File: src/design/rta_pkg.sv
// Shared constants, register indexes and the symbol lookup for the radix-to-ASCII converter.
// No dependencies; every other design file but rta_ram imports this package.
`default_nettype none

package rta_pkg;

  localparam int DEF_VALUE_WIDTH = 64;
  localparam int DEF_MAX_RADIX   = 16;

  localparam int RADIX_W    = 5;
  localparam int SYM_W      = 8;
  localparam int ALPHA_W    = 64;
  localparam int SYM_IDX_W  = 4;
  localparam int CFG_IDX_W  = 2;
  localparam int QUEUE_DEPTH = 2;

  localparam logic [RADIX_W-1:0] RESET_RADIX        = 5'd10;
  localparam logic [ALPHA_W-1:0] RESET_SYMBOLS_LOW  = 64'h3736353433323130;
  localparam logic [ALPHA_W-1:0] RESET_SYMBOLS_HIGH = 64'h0000000000003938;

  // Configuration register indexes
  localparam logic [CFG_IDX_W-1:0] CFG_RADIX        = 2'd0;
  localparam logic [CFG_IDX_W-1:0] CFG_SYMBOLS_LOW  = 2'd1;
  localparam logic [CFG_IDX_W-1:0] CFG_SYMBOLS_HIGH = 2'd2;

  function automatic logic [SYM_W-1:0] digit_symbol(
    input logic [ALPHA_W-1:0]   sym_low,
    input logic [ALPHA_W-1:0]   sym_high,
    input logic [SYM_IDX_W-1:0] digit
  );
    logic [SYM_W-1:0] sym;
    if (digit[SYM_IDX_W-1]) begin
      sym = sym_high[digit[SYM_IDX_W-2:0]*SYM_W +: SYM_W];
    end else begin
      sym = sym_low[digit[SYM_IDX_W-2:0]*SYM_W +: SYM_W];
    end
    return sym;
  endfunction

endpackage

`default_nettype wire

File: src/design/radix_to_ascii_converter.sv
// Top level of the radix-to-ASCII converter: configuration registers, front end, queue,
// back end and symbol lookup. Depends on rta_pkg, rta_front, rta_queue and rta_back.
//
// Usage:
//   Configuration: write cfg_index/cfg_data with cfg_valid; cfg_ready is always high.
//   Index 0 is the radix (clamped into 2..MAX_RADIX), 1 and 2 the symbol bytes for
//   digits 0..7 and 8..15. Index 3 is ignored. Write only while no request is in flight.
//   Requests: a value is taken when start is high and busy is low. Up to two requests
//   wait in a queue while the back end converts an earlier one.
//   Results: one symbol per cycle on out_symbol with out_valid, most significant digit
//   first, out_last_symbol on the final digit. Zero gives the single digit-0 symbol.
//   The receiver cannot stall; every symbol is shown for exactly one cycle.
//   Operation: the back end picks up a request from the queue, then for each digit divides
//   the running quotient one byte-wide step per significant byte, then reads the symbols
//   back from the digit RAM, whose read data is registered.
//   Reset: synchronous, active low; clears the queue and the back end, restores radix 10
//   and the alphabet "0123456789" followed by zero bytes.
`default_nettype none

module radix_to_ascii_converter
  import rta_pkg::*;
#(
  parameter int VALUE_WIDTH = DEF_VALUE_WIDTH,
  parameter int MAX_RADIX   = DEF_MAX_RADIX
) (
  input  wire logic                   clk,
  input  wire logic                   rst_n,
  input  wire logic                   start,
  output      logic                   busy,
  input  wire logic [VALUE_WIDTH-1:0] in_value,
  output      logic                   out_valid,
  output      logic [SYM_W-1:0]       out_symbol,
  output      logic                   out_last_symbol,
  input  wire logic                   cfg_valid,
  output      logic                   cfg_ready,
  input  wire logic [CFG_IDX_W-1:0]   cfg_index,
  input  wire logic [ALPHA_W-1:0]     cfg_data
);

  localparam int NBYTES = (VALUE_WIDTH + 7) / 8;
  localparam int PAD_W  = NBYTES * 8;
  localparam int BIDX_W = (NBYTES > 1) ? $clog2(NBYTES) : 1;
  localparam int DIG_W  = $clog2(MAX_RADIX);

  logic [RADIX_W-1:0] radix_r;
  logic [ALPHA_W-1:0] sym_low_r;
  logic [ALPHA_W-1:0] sym_high_r;
  logic [RADIX_W-1:0] eff_radix;

  logic               push;
  logic [PAD_W-1:0]   push_value;
  logic [BIDX_W-1:0]  push_top;
  logic               q_pop;
  logic               q_full;
  logic               q_empty;
  logic [PAD_W+BIDX_W-1:0] q_data;

  logic               dig_valid;
  logic [DIG_W-1:0]   dig_value;
  logic               dig_last;

  assign cfg_ready = 1'b1;

  always_ff @(posedge clk) begin
    if (!rst_n) begin
      radix_r    <= RESET_RADIX;
      sym_low_r  <= RESET_SYMBOLS_LOW;
      sym_high_r <= RESET_SYMBOLS_HIGH;
    end else if (cfg_valid && cfg_ready) begin
      unique case (cfg_index)
        CFG_RADIX:        radix_r    <= cfg_data[RADIX_W-1:0];
        CFG_SYMBOLS_LOW:  sym_low_r  <= cfg_data;
        CFG_SYMBOLS_HIGH: sym_high_r <= cfg_data;
        default: ;
      endcase
    end
  end

  // Saturate the radix into 2..MAX_RADIX
  always_comb begin
    if (radix_r < RADIX_W'(2)) begin
      eff_radix = RADIX_W'(2);
    end else if (radix_r > RADIX_W'(MAX_RADIX)) begin
      eff_radix = RADIX_W'(MAX_RADIX);
    end else begin
      eff_radix = radix_r;
    end
  end

  rta_front #(
    .VALUE_WIDTH(VALUE_WIDTH)
  ) u_front (
    .start     (start),
    .queue_full(q_full),
    .in_value  (in_value),
    .push      (push),
    .push_value(push_value),
    .push_top  (push_top)
  );

  assign busy = q_full;

  rta_queue #(
    .WIDTH(PAD_W + BIDX_W)
  ) u_queue (
    .clk      (clk),
    .rst_n    (rst_n),
    .push     (push),
    .push_data({push_top, push_value}),
    .pop      (q_pop),
    .pop_data (q_data),
    .full     (q_full),
    .empty    (q_empty)
  );

  rta_back #(
    .VALUE_WIDTH(VALUE_WIDTH),
    .MAX_RADIX  (MAX_RADIX)
  ) u_back (
    .clk      (clk),
    .rst_n    (rst_n),
    .radix    (eff_radix),
    .q_empty  (q_empty),
    .q_value  (q_data[PAD_W-1:0]),
    .q_top    (q_data[PAD_W+BIDX_W-1:PAD_W]),
    .q_pop    (q_pop),
    .dig_valid(dig_valid),
    .dig_value(dig_value),
    .dig_last (dig_last)
  );

  assign out_valid       = dig_valid;
  assign out_last_symbol = dig_last;
  assign out_symbol      = digit_symbol(sym_low_r, sym_high_r, SYM_IDX_W'(dig_value));

endmodule

`default_nettype wire

File: src/design/rta_ram.sv
// Generic single-write, single-read RAM with registered read data.
// No dependencies; holds the digit stack of the converter.
`default_nettype none

module rta_ram #(
  parameter int WIDTH = 4,
  parameter int DEPTH = 64
) (
  input  wire logic                     clk,
  input  wire logic                     wr_en,
  input  wire logic [$clog2(DEPTH)-1:0] wr_addr,
  input  wire logic [WIDTH-1:0]         wr_data,
  input  wire logic [$clog2(DEPTH)-1:0] rd_addr,
  output      logic [WIDTH-1:0]         rd_data
);

  logic [WIDTH-1:0] mem [DEPTH];

  always_ff @(posedge clk) begin
    if (wr_en) begin
      mem[wr_addr] <= wr_data;
    end
    rd_data <= mem[rd_addr];
  end

endmodule

`default_nettype wire

File: src/design/rta_front.sv
// Front end: takes requests, pads the value to whole bytes and finds its top nonzero byte.
// Depends on rta_pkg; feeds rta_queue.
`default_nettype none

module rta_front
  import rta_pkg::*;
#(
  parameter int VALUE_WIDTH = DEF_VALUE_WIDTH,
  localparam int NBYTES     = (VALUE_WIDTH + 7) / 8,
  localparam int PAD_W      = NBYTES * 8,
  localparam int BIDX_W     = (NBYTES > 1) ? $clog2(NBYTES) : 1
) (
  input  wire logic                   start,
  input  wire logic                   queue_full,
  input  wire logic [VALUE_WIDTH-1:0] in_value,
  output      logic                   push,
  output      logic [PAD_W-1:0]       push_value,
  output      logic [BIDX_W-1:0]      push_top
);

  assign push       = start && !queue_full;
  assign push_value = PAD_W'(in_value);

  // Highest nonzero byte; a zero value still gets one byte of work
  always_comb begin
    push_top = '0;
    for (int i = 0; i < NBYTES; i++) begin
      if (push_value[i*8 +: 8] != 8'd0) begin
        push_top = BIDX_W'(i);
      end
    end
  end

endmodule

`default_nettype wire

File: src/design/rta_queue.sv
// Short request queue between front end and back end, built from flops.
// Depends on rta_pkg for its depth.
`default_nettype none

module rta_queue
  import rta_pkg::*;
#(
  parameter int WIDTH = 67,
  localparam int PTR_W = $clog2(QUEUE_DEPTH),
  localparam int CNT_W = $clog2(QUEUE_DEPTH + 1)
) (
  input  wire logic             clk,
  input  wire logic             rst_n,
  input  wire logic             push,
  input  wire logic [WIDTH-1:0] push_data,
  input  wire logic             pop,
  output      logic [WIDTH-1:0] pop_data,
  output      logic             full,
  output      logic             empty
);

  logic [WIDTH-1:0] entry_r [QUEUE_DEPTH];
  logic [PTR_W-1:0] wr_ptr_r, wr_ptr_nxt;
  logic [PTR_W-1:0] rd_ptr_r, rd_ptr_nxt;
  logic [CNT_W-1:0] count_r, count_nxt;

  assign full     = (count_r == CNT_W'(QUEUE_DEPTH));
  assign empty    = (count_r == '0);
  assign pop_data = entry_r[rd_ptr_r];

  always_comb begin
    wr_ptr_nxt = wr_ptr_r;
    rd_ptr_nxt = rd_ptr_r;
    count_nxt  = count_r;
    if (push) begin
      wr_ptr_nxt = (wr_ptr_r == PTR_W'(QUEUE_DEPTH - 1)) ? '0 : wr_ptr_r + 1'b1;
    end
    if (pop) begin
      rd_ptr_nxt = (rd_ptr_r == PTR_W'(QUEUE_DEPTH - 1)) ? '0 : rd_ptr_r + 1'b1;
    end
    if (push && !pop) begin
      count_nxt = count_r + 1'b1;
    end else if (pop && !push) begin
      count_nxt = count_r - 1'b1;
    end
  end

  always_ff @(posedge clk) begin
    if (!rst_n) begin
      wr_ptr_r <= '0;
      rd_ptr_r <= '0;
      count_r  <= '0;
    end else begin
      wr_ptr_r <= wr_ptr_nxt;
      rd_ptr_r <= rd_ptr_nxt;
      count_r  <= count_nxt;
    end
  end

  always_ff @(posedge clk) begin
    if (push) begin
      entry_r[wr_ptr_r] <= push_data;
    end
  end

endmodule

`default_nettype wire

File: src/design/rta_back.sv
// Back end: repeated division by the radix, a byte per cycle, digits stacked in a RAM,
// then read back most significant first. Depends on rta_pkg and rta_ram.
`default_nettype none

module rta_back
  import rta_pkg::*;
#(
  parameter int VALUE_WIDTH = DEF_VALUE_WIDTH,
  parameter int MAX_RADIX   = DEF_MAX_RADIX,
  localparam int NBYTES     = (VALUE_WIDTH + 7) / 8,
  localparam int PAD_W      = NBYTES * 8,
  localparam int BIDX_W     = (NBYTES > 1) ? $clog2(NBYTES) : 1,
  localparam int DIG_W      = $clog2(MAX_RADIX),
  localparam int AW         = $clog2(VALUE_WIDTH),
  localparam int CNT_W      = $clog2(VALUE_WIDTH + 1)
) (
  input  wire logic               clk,
  input  wire logic               rst_n,
  input  wire logic [RADIX_W-1:0] radix,
  input  wire logic               q_empty,
  input  wire logic [PAD_W-1:0]   q_value,
  input  wire logic [BIDX_W-1:0]  q_top,
  output      logic               q_pop,
  output      logic               dig_valid,
  output      logic [DIG_W-1:0]   dig_value,
  output      logic               dig_last
);

  typedef enum logic [2:0] {
    ST_IDLE = 3'b001,
    ST_DIV  = 3'b010,
    ST_EMIT = 3'b100
  } state_t;

  state_t            state_r, state_nxt;
  logic [PAD_W-1:0]  val_r, val_nxt;
  logic [BIDX_W-1:0] idx_r, idx_nxt;
  logic [BIDX_W-1:0] top_r, top_nxt;
  logic [DIG_W-1:0]  rem_r, rem_nxt;
  logic [CNT_W-1:0]  cnt_r, cnt_nxt;
  logic [AW-1:0]     ptr_r, ptr_nxt;
  logic              pend_r, pend_nxt;
  logic              plast_r, plast_nxt;

  logic [7:0]        cur_byte;
  logic [7:0]        qbyte;
  logic [DIG_W-1:0]  rem_step;
  logic              wr_en;

  assign cur_byte = val_r[idx_r*8 +: 8];

  // Eight restoring steps of long division by the radix
  always_comb begin
    logic [DIG_W:0]   t;
    logic [DIG_W-1:0] r;
    r     = rem_r;
    qbyte = '0;
    for (int i = 7; i >= 0; i--) begin
      t = {r, cur_byte[i]};
      if (RADIX_W'(t) >= radix) begin
        qbyte[i] = 1'b1;
        t        = t - (DIG_W+1)'(radix);
      end
      r = t[DIG_W-1:0];
    end
    rem_step = r;
  end

  always_comb begin
    state_nxt = state_r;
    val_nxt   = val_r;
    idx_nxt   = idx_r;
    top_nxt   = top_r;
    rem_nxt   = rem_r;
    cnt_nxt   = cnt_r;
    ptr_nxt   = ptr_r;
    pend_nxt  = 1'b0;
    plast_nxt = 1'b0;
    q_pop     = 1'b0;
    wr_en     = 1'b0;
    unique case (state_r)
      ST_IDLE: begin
        if (!q_empty) begin
          q_pop     = 1'b1;
          val_nxt   = q_value;
          top_nxt   = q_top;
          idx_nxt   = q_top;
          rem_nxt   = '0;
          cnt_nxt   = '0;
          state_nxt = ST_DIV;
        end
      end
      ST_DIV: begin
        val_nxt[idx_r*8 +: 8] = qbyte;
        if (idx_r != '0) begin
          idx_nxt = idx_r - 1'b1;
          rem_nxt = rem_step;
        end else begin
          // remainder is the next digit; quotient stays in place
          wr_en   = 1'b1;
          cnt_nxt = cnt_r + 1'b1;
          rem_nxt = '0;
          if (val_nxt == '0) begin
            ptr_nxt   = cnt_r[AW-1:0];
            state_nxt = ST_EMIT;
          end else begin
            // quotient loses at most four bits, so at most one byte drops
            if (val_nxt[top_r*8 +: 8] == 8'd0 && top_r != '0) begin
              top_nxt = top_r - 1'b1;
            end
            idx_nxt = top_nxt;
          end
        end
      end
      ST_EMIT: begin
        pend_nxt  = 1'b1;
        plast_nxt = (ptr_r == '0);
        if (ptr_r == '0) begin
          state_nxt = ST_IDLE;
        end else begin
          ptr_nxt = ptr_r - 1'b1;
        end
      end
      default: state_nxt = ST_IDLE;
    endcase
  end

  always_ff @(posedge clk) begin
    if (!rst_n) begin
      state_r <= ST_IDLE;
      pend_r  <= 1'b0;
    end else begin
      state_r <= state_nxt;
      pend_r  <= pend_nxt;
    end
  end

  always_ff @(posedge clk) begin
    val_r   <= val_nxt;
    idx_r   <= idx_nxt;
    top_r   <= top_nxt;
    rem_r   <= rem_nxt;
    cnt_r   <= cnt_nxt;
    ptr_r   <= ptr_nxt;
    plast_r <= plast_nxt;
  end

  rta_ram #(
    .WIDTH(DIG_W),
    .DEPTH(VALUE_WIDTH)
  ) u_digit_ram (
    .clk    (clk),
    .wr_en  (wr_en),
    .wr_addr(cnt_r[AW-1:0]),
    .wr_data(rem_step),
    .rd_addr(ptr_r),
    .rd_data(dig_value)
  );

  assign dig_valid = pend_r;
  assign dig_last  = plast_r;

endmodule

`default_nettype wire

File: config.mk
export PLATFORM = sky130hd
export DESIGN_NAME = radix_to_ascii_converter
export DESIGN_NICKNAME = d
export VERILOG_FILES = /design/src/design/rta_pkg.sv /design/src/design/radix_to_ascii_converter.sv /design/src/design/rta_ram.sv /design/src/design/rta_front.sv /design/src/design/rta_queue.sv /design/src/design/rta_back.sv
export SDC_FILE = /design/constraint.sdc
export NUM_CORES = 1
export LEC_CHECK = 0
export ABC_AREA = 0
export ABC_CLOCK_PERIOD_IN_PS = 18300
export BUFFER_PORTS_ARGS = -buffer_cell sky130_fd_sc_hd__buf_2
export CAP_MARGIN = 25
export CORE_UTILIZATION = 61
export DETAILED_ROUTE_END_ITERATION = 10
export GPL_TIMING_DRIVEN = 0
export PLACE_DENSITY = 0.86
export RECOVER_POWER = 50
export SLEW_MARGIN = 20
export SYNTH_ARGS = -nofsm -noshare
export SYNTH_HDL_FRONTEND = slang
export SYNTH_SLANG_ARGS = --single-unit
File: constraint.sdc
create_clock -name clk -period 18.3 [get_ports clk]
set_input_delay 0.915 -clock clk [delete_from_list [all_inputs] [get_ports clk]]
set_output_delay 0.915 -clock clk [all_outputs]
set_load 0.02 [all_outputs]
==> impl_results.md <==
- Die Y: 218 um
- Largest net degree at the start of global routing: 66
- Cell Count, Final, Fillers Out: 2985
- Vias in the first global route: 19800
- Top FF cell, synth: edfxtp_1
- Pins over their slew limit: 160
- Max Root-Sink Buffers: 3
- Cells after Synth: 2117
- Crit-path max FO: 10
- Final wirelength: 77600 um
- Initial Util: 0.622
- Setup slack, reg-to-reg: 0.71 ns
- Starting DRT DRC Count: 2536
- Clk_skew: 0.0217 ns
- First-pass GRT wire length: 117000 um
- Clk sinks: 623
- RSZ-0062 raised after global routing: false
- Crit Path Category: flop to flop
- Setup crit end kind: flop
- Data arrival time of the critical path: 17.93 ns
- Dpl ws: -0.366 ns
- HP Class: flop to flop
- Nets: 2527
- Clock transition at path regs: 0.07 ns
- Seq/Total Area, Yosys: 0.606
- Worst hold path depth: 2
- Hold Vio Cnt, Final: 0
- Fin crit share: 0.961
- Buf/Inv on CP: 12
- Area of the die: 0.0475 mm^2
- Synth Register Bits: 623
- Layout cells sized above 1: 0.154
- Worst-Skew Late Latency: 0.64 ns
- CTS tree: built
- Final setup viols: 0
- FP Rows: 78
- Crit path depth: 57
- Number of enable flip-flop cells after synthesis: 476
- Syn Nets: 2310
- Status: finished with violations
- Max_cap viols: 4
- Drt wl/cell: 26.0 um
- Total gr overflow: 0
- Via density: 6.73
- Final TNS setup: 0 ns
- Failing checks: max-capacitance violations, max-slew violations
- # DRC: 0
- Final Worst Setup Slack: 0.706 ns
- Area delta synth->final: 12.7%
- Worst-margin pin slew: 3.18 ns
- Worst r2r src: u_back.idx_r[0]$_DFFE_PP_
- CP Data Required Time: 18.64 ns
- CORE AREA: 0.0457 mm^2
- I/O pin cnt: 146
- Post-synth ARST share: 0
- Most frequent CP cell: ha_1
- CP Launch Type: flop
- Synthesized cell area: 0.0284 mm^2
- Initial antenna violation count: 3
- Setup Buffers After CTS: 0
- H-tree depth: 2
- CTS hold repair buffers: 0
- Avg Inst Size Synth: 13.4 um^2
- GPL Wtd Cong: 0.999
- Number of port buffers: 143
- # fillers: 2946
- CP max stage cell: edfxtp_1
- Vias: 20100
- Placed Area: 0.0301 mm^2
- Fin area: 0.0320 mm^2
- Total GRT Usage: 0.329
- Worst path max stage delay: 0.58 ns
- Cell variety after synth: 75
- Final ANT Viol Nets: 0
- Placed insts: 2869
- Num CTS Buffers: 59
- Hpwl dp: 53300 um
- Period minus WS final: 17.59 ns
- Clock root buffer: clkbuf_16
- Worst reg-to-reg path cell count: 57
- Crit. Startpoint: u_back.idx_r[0]$_DFFE_PP_
- Die X: 218 um
- Family with the most delay on the worst path: compound AO/OA/AOI/OAI gates
- Drt pass-1 iters: 8
- Crit path capture: u_back.idx_r[0]$_DFFE_PP_
- Relative slew slack: -1.12
- Synth warn: 0
- R2r endpoint: u_back.idx_r[0]$_DFFE_PP_
- Max Freq: 56.8 MHz
[Yosys cell counts (3+ instances only)]
cell type | count | share of area
a211oi_1 | 46 | 0.012
a21boi_0 | 96 | 0.025
a21o_1 | 9 | 0.0024
a21oi_1 | 103 | 0.018
a221oi_1 | 21 | 0.0065
a22oi_1 | 4 | 0.0011
a32oi_1 | 6 | 0.0018
and2_1 | 9 | 0.0020
and3_1 | 11 | 0.0024
and4_1 | 3 | 0.00092
buf_1 | 21 | 0.0028
buf_2 | 8 | 0.0014
buf_4 | 3 | 0.00079
clkbuf_1 | 102 | 0.013
dfxtp_1 | 147 | 0.10
edfxtp_1 | 476 | 0.50
fa_1 | 8 | 0.0056
ha_1 | 51 | 0.022
inv_1 | 30 | 0.0040
mux2_2 | 14 | 0.0055
mux2i_1 | 76 | 0.027
mux4_2 | 141 | 0.11
nand2_1 | 322 | 0.043
nand2b_1 | 15 | 0.0033
nand3_1 | 48 | 0.0085
nand3b_1 | 7 | 0.0018
nand4_1 | 9 | 0.0020
nor2_1 | 128 | 0.017
nor2b_1 | 32 | 0.0070
nor3_1 | 13 | 0.0023
nor3b_1 | 5 | 0.0013
nor4_1 | 20 | 0.0044
o211ai_1 | 11 | 0.0029
o21a_1 | 8 | 0.0021
o21ai_0 | 22 | 0.0039
o21ai_1 | 4 | 0.00070
o41ai_1 | 3 | 0.00092
or3_1 | 11 | 0.0024
or4_1 | 4 | 0.0011
xnor2_1 | 14 | 0.0043
xor2_1 | 13 | 0.0040
[worst reg2reg max path, delay by kind of cell, from the launching register on]
kind,cells,cell delay [ns]
compound gates,20,5.77
fa+ha+maj,8,2.46
buf+inv,12,4.13
flops,1,0.58
mux,8,2.89
simple gates,9,1.48
[registers in the layout (all words and copies together), names as in the netlist, 4 cells and up, named ones only]
name / count
u_queue.entry_r: 134
u_back.u_digit_ram.mem: 256
u_back.cnt_r: 6
sym_high_r: 64
radix_r: 5
u_back.rem_r: 4
u_back.u_digit_ram.rd_data: 4
u_back.val_r: 64
sym_low_r: 64
u_back.ptr_r: 6
[cells by family after synthesis]
group,Yosys count,synth area share
AO/OA/AOI/OAI,358,0.0866
XOR/XNOR,27,0.00832
adder cells (fa/ha/maj),59,0.0281
buffers and inverters,165,0.0225
flip-flops,623,0.606
multiplexers,231,0.144
other,1,0.000132
AND/OR/NAND/NOR,653,0.104
[worst min path at each step]
| stage | start | end | slack (ns) |
|---|---|---|---|
| finish | sym_high_r[33]$_SDFFE_PN0P_ | sym_high_r[33]$_SDFFE_PN0P_ | 0.46 |
| global route | in_value[7] | u_queue.entry_r[1][7]$_DFFE_PP_ | 0.47 |
| CTS | sym_high_r[32]$_SDFFE_PN0P_ | sym_high_r[32]$_SDFFE_PN0P_ | 0.46 |
| detailed placement | sym_high_r[32]$_SDFFE_PN0P_ | sym_high_r[32]$_SDFFE_PN0P_ | 0.45 |
| global placement | sym_low_r[29]$_SDFFE_PN1P_ | sym_low_r[29]$_SDFFE_PN1P_ | 0.45 |
| floorplan | sym_low_r[12]$_SDFFE_PN1P_ | sym_low_r[12]$_SDFFE_PN1P_ | 0.44 |
[what timing repair did]
item,4_1_cts,5_1_grt
pin swaps,0,0
gates resized for setup,2,11
endpoints found under the setup margin,85,284
[area by class of cell]
class / count / area, um^2 / share of cell area
Sequential cell: 623 / 17200 / 0.538
Antenna cell: 1 / 2.50 / 0.0000781
Timing Repair Buffer: 156 / 807 / 0.0252
Clock inverter: 30 / 304 / 0.00949
Tap cell: 600 / 751 / 0.0234
Inverter: 31 / 116 / 0.00363
Buffer: 134 / 531 / 0.0166
Multi-Input combinational cell: 1329 / 10600 / 0.331
Clock buffer: 81 / 1680 / 0.0526
[stage by stage]
stage | hold WS [ns] | utilization
floorplan | 0.435 | -
global placement | 0.446 | 0.654
detailed placement | 0.454 | 0.660
finish | 0.464 | 0.701
global route | 0.469 | 0.701
CTS | 0.462 | 0.704
[per-layer routing]
metal | global-route usage | routed length (um)
met1 | 0.434 | 28500
met2 | 0.526 | 36700
met3 | 0.0700 | 8700
met4 | 0.154 | 3710
met5 | 0 | 25
[layout by cell type (no fill, tap or decap), types with 20 or more instances in the layout]
master	netlist	routed
a221oi_1	21	21
dfxtp_1	147	147
mux4_2	141	141
nand2_1	322	322
edfxtp_1	476	476
clkbuf_16	0	63
inv_1	30	30
mux2i_1	76	75
nand3_1	48	48
a211oi_1	46	46
a21boi_0	96	96
nor4_1	20	20
nor2b_1	32	32
ha_1	51	51
clkbuf_1	102	184
buf_2	8	83
a21oi_1	103	103
nor2_1	128	128
Power is not shown: default switching activity piles up to over one toggle a cycle in this logic, so the estimate is an artifact.
